`src/hw/rtl/lru_key_value_cache_defines.svh`:
```
// Assertion macros shared by the cache RTL.
`ifndef LRU_KEY_VALUE_CACHE_DEFINES_SVH
`define LRU_KEY_VALUE_CACHE_DEFINES_SVH

// Check a property on i_clk, masked while reset is held.
`define KVC_ASSERT(label, prop, msg) \
    label: assert property (@(posedge i_clk) disable iff (!i_rst_n) (prop)) else $error(msg);

// Check a property on i_clk, reset included.
`define KVC_ASSERT_RST(label, prop, msg) \
    label: assert property (@(posedge i_clk) (prop)) else $error(msg);

`endif

```
`src/hw/rtl/lru_kvc_pkg.sv`:
```
// Shared constants, types and helpers of the LRU key-value cache.
package lru_kvc_pkg;

    localparam int unsigned MAX_ENTRIES = 16;
    localparam int unsigned IDX_W       = (MAX_ENTRIES > 1) ? $clog2(MAX_ENTRIES) : 1;
    localparam int unsigned CNT_W       = $clog2(MAX_ENTRIES + 1);
    localparam int unsigned DATA_W      = 32;
    localparam int unsigned CAP_W       = 5;

    localparam logic [CAP_W-1:0]         CAP_RESET  = CAP_W'(16);
    localparam logic signed [DATA_W-1:0] MISS_VALUE = '1;

    // Operation carried in the mode field of an input word.
    typedef enum logic {
        OP_GET = 1'b0,
        OP_PUT = 1'b1
    } t_op;

    typedef enum logic [1:0] {
        S_IDLE,
        S_SCAN,
        S_FINISH
    } t_state;

    typedef struct packed {
        logic [DATA_W-1:0] key;
        logic [DATA_W-1:0] value;
    } t_entry;

    // Clamp the capacity register to the usable range 1..MAX_ENTRIES.
    function automatic logic [CNT_W-1:0] eff_cap(input logic [CAP_W-1:0] cap);
        logic [CNT_W-1:0] c;
        if (32'(cap) > MAX_ENTRIES) begin
            c = CNT_W'(MAX_ENTRIES);
        end else if (cap == '0) begin
            c = CNT_W'(1);
        end else begin
            c = CNT_W'(cap);
        end
        return c;
    endfunction

endpackage

```
`src/hw/rtl/lru_kvc_ifs.sv`:
```
// Handshake channel interfaces of the LRU key-value cache.
interface lru_kvc_in_if;
    logic                                      valid;
    logic                                      ready;
    logic                                      mode;
    logic signed [lru_kvc_pkg::DATA_W-1:0]     key;
    logic signed [lru_kvc_pkg::DATA_W-1:0]     value;

    modport source (output valid, output mode, output key, output value, input ready);
    modport sink   (input valid, input mode, input key, input value, output ready);
endinterface

interface lru_kvc_out_if;
    logic                                      valid;
    logic                                      ready;
    logic                                      hit;
    logic signed [lru_kvc_pkg::DATA_W-1:0]     read_value;

    modport source (output valid, output hit, output read_value, input ready);
    modport sink   (input valid, input hit, input read_value, output ready);
endinterface

interface lru_kvc_cfg_if;
    logic                                      valid;
    logic                                      ready;
    logic [lru_kvc_pkg::CAP_W-1:0]             capacity_in_use;

    modport source (output valid, output capacity_in_use, input ready);
    modport sink   (input valid, input capacity_in_use, output ready);
endinterface

```
`src/hw/rtl/lru_key_value_cache.sv`:
```
// Top level of the fully associative key-value cache with LRU replacement.
// A get word is scanned entry by entry (up to 16 entries), then in the finish state it
// is loaded into the output register once that register is free or being drained.
// A new word is accepted only in the idle state, after the previous one has finished.
// Reset (i_rst_n low, synchronous) clears valid bits, ranks and fill count at once;
// no clearing pass runs, and the capacity returns to 16.
`include "lru_key_value_cache_defines.svh"

module lru_key_value_cache (
    input  logic          i_clk,
    input  logic          i_rst_n,
    lru_kvc_in_if.sink    i_in,
    lru_kvc_out_if.source o_out,
    lru_kvc_cfg_if.sink   i_cfg
);

    localparam int unsigned N  = lru_kvc_pkg::MAX_ENTRIES;
    localparam int unsigned IW = lru_kvc_pkg::IDX_W;
    localparam int unsigned CW = lru_kvc_pkg::CNT_W;
    localparam int unsigned DW = lru_kvc_pkg::DATA_W;

    // Control state
    lru_kvc_pkg::t_state           r_state, n_state;
    logic [lru_kvc_pkg::CAP_W-1:0] r_cap;
    logic [N-1:0]                  r_valid;
    logic [IW-1:0]                 r_rank [N];  // 0 = most recent
    logic [CW-1:0]                 r_used;

    // Word under work
    logic                          r_mode;
    logic [DW-1:0]                 r_key;
    logic [DW-1:0]                 r_value;
    logic [IW-1:0]                 r_idx;
    logic                          r_hit;
    logic [IW-1:0]                 r_slot;
    logic [IW-1:0]                 r_hit_rank;
    logic [DW-1:0]                 r_hit_value;

    // Output register
    logic                          r_out_valid;
    logic                          r_out_hit;
    logic [DW-1:0]                 r_out_value;

    // Key/value memory, registered read
    lru_kvc_pkg::t_entry           r_mem [N];
    lru_kvc_pkg::t_entry           r_rd_data;

    logic                          w_accept;
    logic                          w_in_ready;
    logic                          w_is_put;
    logic [IW-1:0]                 w_rd_addr;
    logic                          w_match;
    logic                          w_last;
    logic                          w_fin;
    logic                          w_wr_en;
    logic [IW-1:0]                 w_wr_addr;

    logic [CW-1:0]                 w_cap;
    logic [CW-1:0]                 w_cap_m1;
    logic                          w_need_evict;
    logic [N-1:0]                  w_kept;
    logic [IW-1:0]                 w_free_slot;
    logic [N-1:0]                  w_valid_ins;
    logic [CW-1:0]                 w_used_after;

    assign w_accept    = i_in.valid && w_in_ready;
    assign i_in.ready  = w_in_ready;
    assign i_cfg.ready = 1'b1;

    assign o_out.valid      = r_out_valid;
    assign o_out.hit        = r_out_hit;
    assign o_out.read_value = r_out_value;

    assign w_is_put = (r_mode == lru_kvc_pkg::OP_PUT);
    assign w_match  = r_valid[r_idx] && (r_rd_data.key == r_key);
    assign w_last   = (r_idx == IW'(N - 1));

    // Next state, read address and the finish strobe.
    // A get only finishes once the output register is free or being drained.
    always_comb begin
        n_state    = r_state;
        w_in_ready = 1'b0;
        w_rd_addr  = '0;
        w_fin      = 1'b0;
        case (r_state)
            lru_kvc_pkg::S_IDLE: begin
                w_in_ready = 1'b1;
                if (i_in.valid) begin
                    n_state = lru_kvc_pkg::S_SCAN;
                end
            end
            lru_kvc_pkg::S_SCAN: begin
                w_rd_addr = IW'(r_idx + 1'b1);
                if (w_match || w_last) begin
                    n_state = lru_kvc_pkg::S_FINISH;
                end
            end
            lru_kvc_pkg::S_FINISH: begin
                if (w_is_put || !r_out_valid || o_out.ready) begin
                    w_fin   = 1'b1;
                    n_state = lru_kvc_pkg::S_IDLE;
                end
            end
            default: begin
                n_state = lru_kvc_pkg::S_IDLE;
            end
        endcase
    end

    // Eviction and free-slot search for a put of an absent key. Ranks of the
    // valid entries are a permutation of 0..used-1, so dropping every entry
    // ranked at or above capacity-1 equals evicting the oldest repeatedly.
    always_comb begin
        w_cap        = lru_kvc_pkg::eff_cap(r_cap);
        w_cap_m1     = CW'(w_cap - 1'b1);
        w_need_evict = (r_used >= w_cap);
        w_used_after = w_need_evict ? w_cap_m1 : r_used;
        for (int i = 0; i < N; i++) begin
            w_kept[i] = r_valid[i] && !(w_need_evict && (CW'(r_rank[i]) >= w_cap_m1));
        end
        w_free_slot = '0;
        for (int i = N - 1; i >= 0; i--) begin
            if (!w_kept[i]) begin
                w_free_slot = IW'(i);
            end
        end
        w_valid_ins              = w_kept;
        w_valid_ins[w_free_slot] = 1'b1;
    end

    // Any put writes the key/value pair: in place on a hit, else into the free slot.
    assign w_wr_en   = w_fin && w_is_put;
    assign w_wr_addr = r_hit ? r_slot : w_free_slot;

    always_ff @(posedge i_clk) begin
        if (w_wr_en) begin
            r_mem[w_wr_addr] <= '{key: r_key, value: r_value};
        end
        r_rd_data <= r_mem[w_rd_addr];
    end

    always_ff @(posedge i_clk) begin
        if (!i_rst_n) begin
            r_state <= lru_kvc_pkg::S_IDLE;
        end else begin
            r_state <= n_state;
        end
    end

    // Entry bookkeeping and capacity register.
    always_ff @(posedge i_clk) begin
        if (!i_rst_n) begin
            r_cap   <= lru_kvc_pkg::CAP_RESET;
            r_valid <= '0;
            r_used  <= '0;
            for (int i = 0; i < N; i++) begin
                r_rank[i] <= '0;
            end
        end else begin
            if (i_cfg.valid) begin
                r_cap <= i_cfg.capacity_in_use;
            end
            if (w_fin) begin
                if (r_hit) begin
                    // Touch: age the entries more recent than the hit, promote the hit.
                    for (int i = 0; i < N; i++) begin
                        if (r_valid[i] && (r_rank[i] < r_hit_rank)) begin
                            r_rank[i] <= IW'(r_rank[i] + 1'b1);
                        end
                    end
                    r_rank[r_slot] <= '0;
                end else if (w_is_put) begin
                    // Insert: age every survivor, place the new entry as most recent.
                    for (int i = 0; i < N; i++) begin
                        if (w_kept[i]) begin
                            r_rank[i] <= IW'(r_rank[i] + 1'b1);
                        end
                    end
                    r_rank[w_free_slot] <= '0;
                    r_valid             <= w_valid_ins;
                    r_used              <= CW'(w_used_after + 1'b1);
                end
            end
        end
    end

    // Scan bookkeeping: latch the word, step the index, capture a hit.
    always_ff @(posedge i_clk) begin
        if (w_accept) begin
            r_mode  <= i_in.mode;
            r_key   <= i_in.key;
            r_value <= i_in.value;
            r_idx   <= '0;
            r_hit   <= 1'b0;
        end else if (r_state == lru_kvc_pkg::S_SCAN) begin
            if (w_match) begin
                r_hit       <= 1'b1;
                r_slot      <= r_idx;
                r_hit_rank  <= r_rank[r_idx];
                r_hit_value <= r_rd_data.value;
            end else if (!w_last) begin
                r_idx <= IW'(r_idx + 1'b1);
            end
        end
    end

    // Output register: load on a finished get, drop once taken.
    always_ff @(posedge i_clk) begin
        if (!i_rst_n) begin
            r_out_valid <= 1'b0;
        end else if (w_fin && !w_is_put) begin
            r_out_valid <= 1'b1;
        end else if (o_out.ready) begin
            r_out_valid <= 1'b0;
        end
        if (w_fin && !w_is_put) begin
            r_out_hit   <= r_hit;
            r_out_value <= r_hit ? r_hit_value : lru_kvc_pkg::MISS_VALUE;
        end
    end

    `KVC_ASSERT(a_used_matches_valid, r_used == CW'($countones(r_valid)), "fill count differs from valid bits")
    `KVC_ASSERT(a_insert_within_cap, (w_fin && w_is_put && !r_hit) |=> (r_used <= $past(w_cap)), "insert overfills the cache")
    `KVC_ASSERT(a_out_from_get, $rose(r_out_valid) |-> $past(w_fin && !w_is_put), "result word not caused by a get")
    `KVC_ASSERT(a_hit_slot_valid, (r_state == lru_kvc_pkg::S_FINISH && r_hit) |-> r_valid[r_slot], "hit on an invalid slot")
    `KVC_ASSERT_RST(a_reset_idle, !i_rst_n |=> (r_state == lru_kvc_pkg::S_IDLE && !r_out_valid), "reset left the cache busy")

endmodule
```
`src/flat_wrapper.sv`:
```
// flat-port wrapper written by rule: the top's interface ports become plain ports
module lru_key_value_cache_flat 
  (i_clk, i_rst_n, i_in_valid, i_in_mode, i_in_key, i_in_value, i_in_ready, o_out_valid, o_out_hit, o_out_read_value, o_out_ready, i_cfg_valid, i_cfg_capacity_in_use, i_cfg_ready);
  lru_kvc_in_if i_in_i ();
  lru_kvc_out_if o_out_i ();
  lru_kvc_cfg_if i_cfg_i ();
  input  logic i_clk;
  input  logic i_rst_n;
  input wire logic [$bits(i_in_i.valid)-1:0] i_in_valid;
  input wire logic [$bits(i_in_i.mode)-1:0] i_in_mode;
  input wire logic [$bits(i_in_i.key)-1:0] i_in_key;
  input wire logic [$bits(i_in_i.value)-1:0] i_in_value;
  output wire logic [$bits(i_in_i.ready)-1:0] i_in_ready;
  output wire logic [$bits(o_out_i.valid)-1:0] o_out_valid;
  output wire logic [$bits(o_out_i.hit)-1:0] o_out_hit;
  output wire logic [$bits(o_out_i.read_value)-1:0] o_out_read_value;
  input wire logic [$bits(o_out_i.ready)-1:0] o_out_ready;
  input wire logic [$bits(i_cfg_i.valid)-1:0] i_cfg_valid;
  input wire logic [$bits(i_cfg_i.capacity_in_use)-1:0] i_cfg_capacity_in_use;
  output wire logic [$bits(i_cfg_i.ready)-1:0] i_cfg_ready;
  assign i_in_i.valid = i_in_valid;
  assign i_in_i.mode = i_in_mode;
  assign i_in_i.key = i_in_key;
  assign i_in_i.value = i_in_value;
  assign i_in_ready = i_in_i.ready;
  assign o_out_valid = o_out_i.valid;
  assign o_out_hit = o_out_i.hit;
  assign o_out_read_value = o_out_i.read_value;
  assign o_out_i.ready = o_out_ready;
  assign i_cfg_i.valid = i_cfg_valid;
  assign i_cfg_i.capacity_in_use = i_cfg_capacity_in_use;
  assign i_cfg_ready = i_cfg_i.ready;
  lru_key_value_cache u_core (.i_clk(i_clk), .i_rst_n(i_rst_n), .i_in(i_in_i), .o_out(o_out_i), .i_cfg(i_cfg_i));
endmodule
```
`config.mk`:
```
export PLATFORM = sky130hd
export DESIGN_NAME = lru_key_value_cache_flat
export DESIGN_NICKNAME = d
export VERILOG_FILES = /design/src/hw/rtl/lru_kvc_pkg.sv /design/src/hw/rtl/lru_kvc_ifs.sv /design/src/hw/rtl/lru_key_value_cache.sv /design/src/flat_wrapper.sv
export VERILOG_INCLUDE_DIRS = /design/src /design/src/hw/rtl
export SDC_FILE = /design/constraint.sdc
export NUM_CORES = 2
export LEC_CHECK = 0
export ABC_AREA = 1
export BUFFER_PORTS_ARGS = -buffer_cell sky130_fd_sc_hd__buf_2
export CAP_MARGIN = 20
export CORE_MARGIN = 4
export CORE_UTILIZATION = 51
export DETAILED_ROUTE_END_ITERATION = 7
export PLACE_DENSITY = 0.66
export SYNTH_ARGS = -nofsm -noshare
export SYNTH_HDL_FRONTEND = slang
export SYNTH_SLANG_ARGS = --single-unit
```
`constraint.sdc`:
```
create_clock -name i_clk -period 16.8 [get_ports i_clk]
set_input_delay 2.52 -clock i_clk [delete_from_list [all_inputs] [get_ports i_clk]]
set_output_delay 2.52 -clock i_clk [all_outputs]
set_load 0.02 [all_outputs]
```
==> flow_summary_export.csv <==
group,metric,value,unit
global_route,grt_max_degree,174,
clock_network,hold_buffers,0,
global_route,grt_pass1_wl,206,mm
timing,relSlewSlack,23.7,%
routing,dr_total_vias,34486,
setup_path,ff2ff_setup_slack,10.06,ns
setup_path,start_kind,"flop",
setup_path,r2r_end,"u_core.r_mem[0][47]$_DFFE_PP_",
min_path,holdPathEnd,"u_core.r_hit_value[8]$_DFFE_PP_",
synthesis,syn_nets,4321,
clock_network,insertion_delay,0.75,ns
min_path,min_from,"u_core.r_rd_data[8]$_DFF_P_",
min_path,hold_path_class,"reg -> reg",
place,hpwlAfterDp,71.8,mm
routing,drt_iter0_drc,3408,
clock_network,htreeDepth,4,
clock_network,cts_sinks,1324,
timing,fin_skew,0.0360,ns
routing,via_per_inst,6.06,
synthesis,yosysSeqAreaShare,69.8,%
power_and_ir_drop,p_leak,20.4,nW
global_route,first_global_vias,33404,
timing,post-route-period-util,40.1,%
synthesis,synth_area_leaders,"edfxtp_1 64%, dfxtp_1 5.9%, mux2i_1 4.7%",
finish,fin_cells,5693,
synthesis,synth_warnings,0,
synthesis,ys_async_sr_fraction,0,%
die,rows,119,
setup_path,reg2reg_from,"u_core.r_cap[1]$_SDFFE_PN0P_",
finish,fin_nets,4382,
setup_path,reg2regPathDepth,27,
synthesis,yosys_most_used_dff,"edfxtp_1",
clock_network,cts_resized,0,
synthesis,synth_enable_flop_cells,1162,
die,dieArea,0.112,mm^2
timing,final_max_slew_viol_count,0,
clock_network,clk_path_buf_depth,3,
synthesis,synth_cell_type_count,55,
routing,drc,0,
outcome,outcome,"finished, final reports clean",
clock_network,root_buffer,"clkbuf_16",
synthesis,syn_inst,4127,
global_route,met2_usage,39.3,%
die,initial_core_util,51.6,%
routing,ant_nets,0,
power_and_ir_drop,power_density,122,mW/mm^2
run,maxCapViolations,0,
place,gp_congestion,0.912,
clock_network,cts_buffers,139,
finish,fillers,8209,
power_and_ir_drop,worst_ir_drop_vdd,0.104,mV
die,ios,111,
global_route,overflow,0,
global_route,antenna_found_initial,2,
timing,tns,0,ns
routing,wirelength,137,mm
setup_path,crit_arrival,7.10,ns
setup_path,end_kind,"flop",
timing,worst_pin_slew,1.14,ns
clock_network,post_cts_buffers,0,
clock_network,cts_tree,"built",
timing,setup_viol,0,
place,placed_cells,5435,
timing,period_needed,6.74,ns
setup_path,critPathMaxFanout,41,
min_path,holdPathStages,0,
global_route,gr-usage-met3,3.85,%
finish,antennaDiodeCount,0,
clock_network,clk_pin_slew,0.06,ns
setup_path,timing_worst_setup_path_type,"reg -> reg",
synthesis,yosysTopAreaCell,"edfxtp_1",
finish,syn2layout_area_growth,12.1,%
timing,grt_setup_unrepaired,"false",
routing,dr.pass1.iters,6,
routing,wl_per_cell,24.1,um
die,fp.dieW,335,um
die,fp.dieH,335,um
setup_path,required,17.16,ns
synthesis,yosysTopAreaCellShare,63.8,%
timing,max_freq,0.148,GHz
global_route,met1_usage,32.9,%
global_route,grt_usage,24.1,%
finish,drive_gt1_share,11.3,%
synthesis,syn_area_per_cell,13.2,um^2
global_route,busiest_layer,"met2",
timing,hold_violations,0,
die,core,0.106,mm^2
synthesis,ys_ff_latch,1324,
place,place.port_buffers,109,
synthesis,syn_area,0.0547,mm^2
==> synth_stat cells (5+ instances only) <==
master / count
ha_1: 119
inv_1: 258
buf_1: 23
nor2_2: 7
dfxtp_1: 162
a21boi_0: 11
xnor2_1: 35
o221ai_1: 159
mux2i_1: 256
nand4_2: 8
o21bai_1: 5
nand3_2: 11
o211ai_1: 34
nand4_1: 23
xor2_1: 17
nor2_1: 114
nand2_2: 8
o21ai_0: 465
a31oi_1: 9
o21ai_1: 8
o22ai_1: 113
nand3_1: 141
nand2_1: 286
edfxtp_1: 1162
inv_2: 6
or2_2: 34
a21oi_1: 113
nor3_1: 272
clkbuf_1: 216
==> power breakdown <==
part / internal (mW) / switching (mW)
clock network: 1.78 / 1.25
registers: 3.67 / 0.0866
logic: 0.207 / 0.479
==> layout make-up <==
type                            count  area (um^2)  share of cell area, %
Inverter                          268         1040                   1.69
Clock buffer                      194         3890                   6.35
Clock inverter                     61          686                   1.12
Sequential cell                  1324        38100                   62.2
Timing Repair Buffer              166         1070                   1.74
Tap cell                         1391         1740                   2.84
Multi-Input combinational cell   2289        14700                   24.0
==> metrics by stage <==
stage	area [um^2]	util (%)	power [mW]	hold WS, ns	worst slack [ns]
finish	61300	57.9	7.47	0.397	10.06
global route	61300	57.9	7.74	0.405	9.59
CTS	61200	57.8	7.52	0.400	10.05
detailed placement	56700	53.5	4.50	0.389	10.07
global placement	56600	53.5	4.49	0.388	10.27
floorplan	54700	-	4.26	0.386	10.46
==> cell usage in the layout, fill, tap and decap left out, types with 119 or more instances in the layout <==
master | synthesis | layout
edfxtp_1 | 1162 | 1162
o21ai_0 | 465 | 465
nand2_1 | 286 | 284
nor3_1 | 272 | 272
mux2i_1 | 256 | 256
inv_1 | 258 | 255
dfxtp_1 | 162 | 161
o221ai_1 | 159 | 159
clkbuf_16 | 0 | 143
nand3_1 | 141 | 141
ha_1 | 119 | 119
==> worst max path at each step <==
stage	from	endpoint	depth (start not counted)	slack, ns
CTS	u_core.r_cap[1]$_SDFFE_PN0P_	u_core.r_mem[0][49]$_DFFE_PP_	27	10.05
detailed placement	u_core.r_cap[1]$_SDFFE_PN0P_	u_core.r_mem[0][46]$_DFFE_PP_	27	10.07
finish	u_core.r_cap[1]$_SDFFE_PN0P_	u_core.r_mem[0][47]$_DFFE_PP_	27	10.06
global route	u_core.r_cap[4]$_SDFFE_PN1P_	u_core.r_mem[0][49]$_DFFE_PP_	25	9.59
global placement	u_core.r_cap[1]$_SDFFE_PN0P_	u_core.r_mem[0][47]$_DFFE_PP_	27	10.27
floorplan	o_out_ready	u_core.r_mem[4][0]$_DFFE_PP_	8	10.46
==> cell families (layout without fill, tap and decap cells) <==
group	count (synthesis)	in the layout	synth area share [%]
xor gates and xnor gates	52	52	0.833
DFF	1324	1324	69.8
and+or+nand+nor	923	923	8.07
adders and majority gates	119	119	2.72
AOI/OAI and AO/OA	938	938	10.3
muxes	256	256	4.69
other	1	1	0.00686
buffers and inverters	514	689	3.58
==> worst max-delay path: stages (launching register included) <==
cell,delay (ns)
dfxtp_1,0.32
nor2_2,0.11
nand2_1,0.06
nand2_1,0.07
nand2_2,0.37
nand2_1,0.20
o21a_1,0.80
ha_1,0.38
nand2_1,0.07
nand2_1,0.04
nand2_1,0.07
nand3_1,0.08
nand2_1,0.06
inv_1,0.07
a21oi_2,0.17
inv_1,0.08
nor2_1,0.29
nor3_2,0.07
o21ai_1,0.17
nand2_1,0.07
nand2_1,0.06
nand2_1,0.04
nand2_1,0.27
nand2_1,0.08
o21ai_1,0.19
nand3_1,0.40
nor2_4,0.95
buf_4,0.78
==> registers in the layout (all words and copies together), names as in the netlist <==
register,flops
u_core.r_key,32
u_core.r_cap,5
u_core.r_mem,1024
u_core.r_rd_data,64
u_core.r_mode,1
u_core.r_state,2
u_core.o_out.hit,1
u_core.r_slot,4
u_core.r_value,32
u_core.o_out.read_value,32
u_core.r_used,5
u_core.r_idx,4
u_core.o_out.valid,1
u_core.r_hit,1
u_core.r_rank,64
u_core.r_hit_rank,4
u_core.r_valid,16
u_core.r_hit_value,32
==> per-layer routing <==
| metal | wire, um | vias up |
|---|---|---|
| li1 | - | 15712 |
| met1 | 57000 | 17071 |
| met2 | 65400 | 1440 |
| met3 | 10200 | 263 |
| met4 | 4570 | 0 |
| met5 | 0 | - |
No activity file was read; power rests on OpenSTA's default activity.
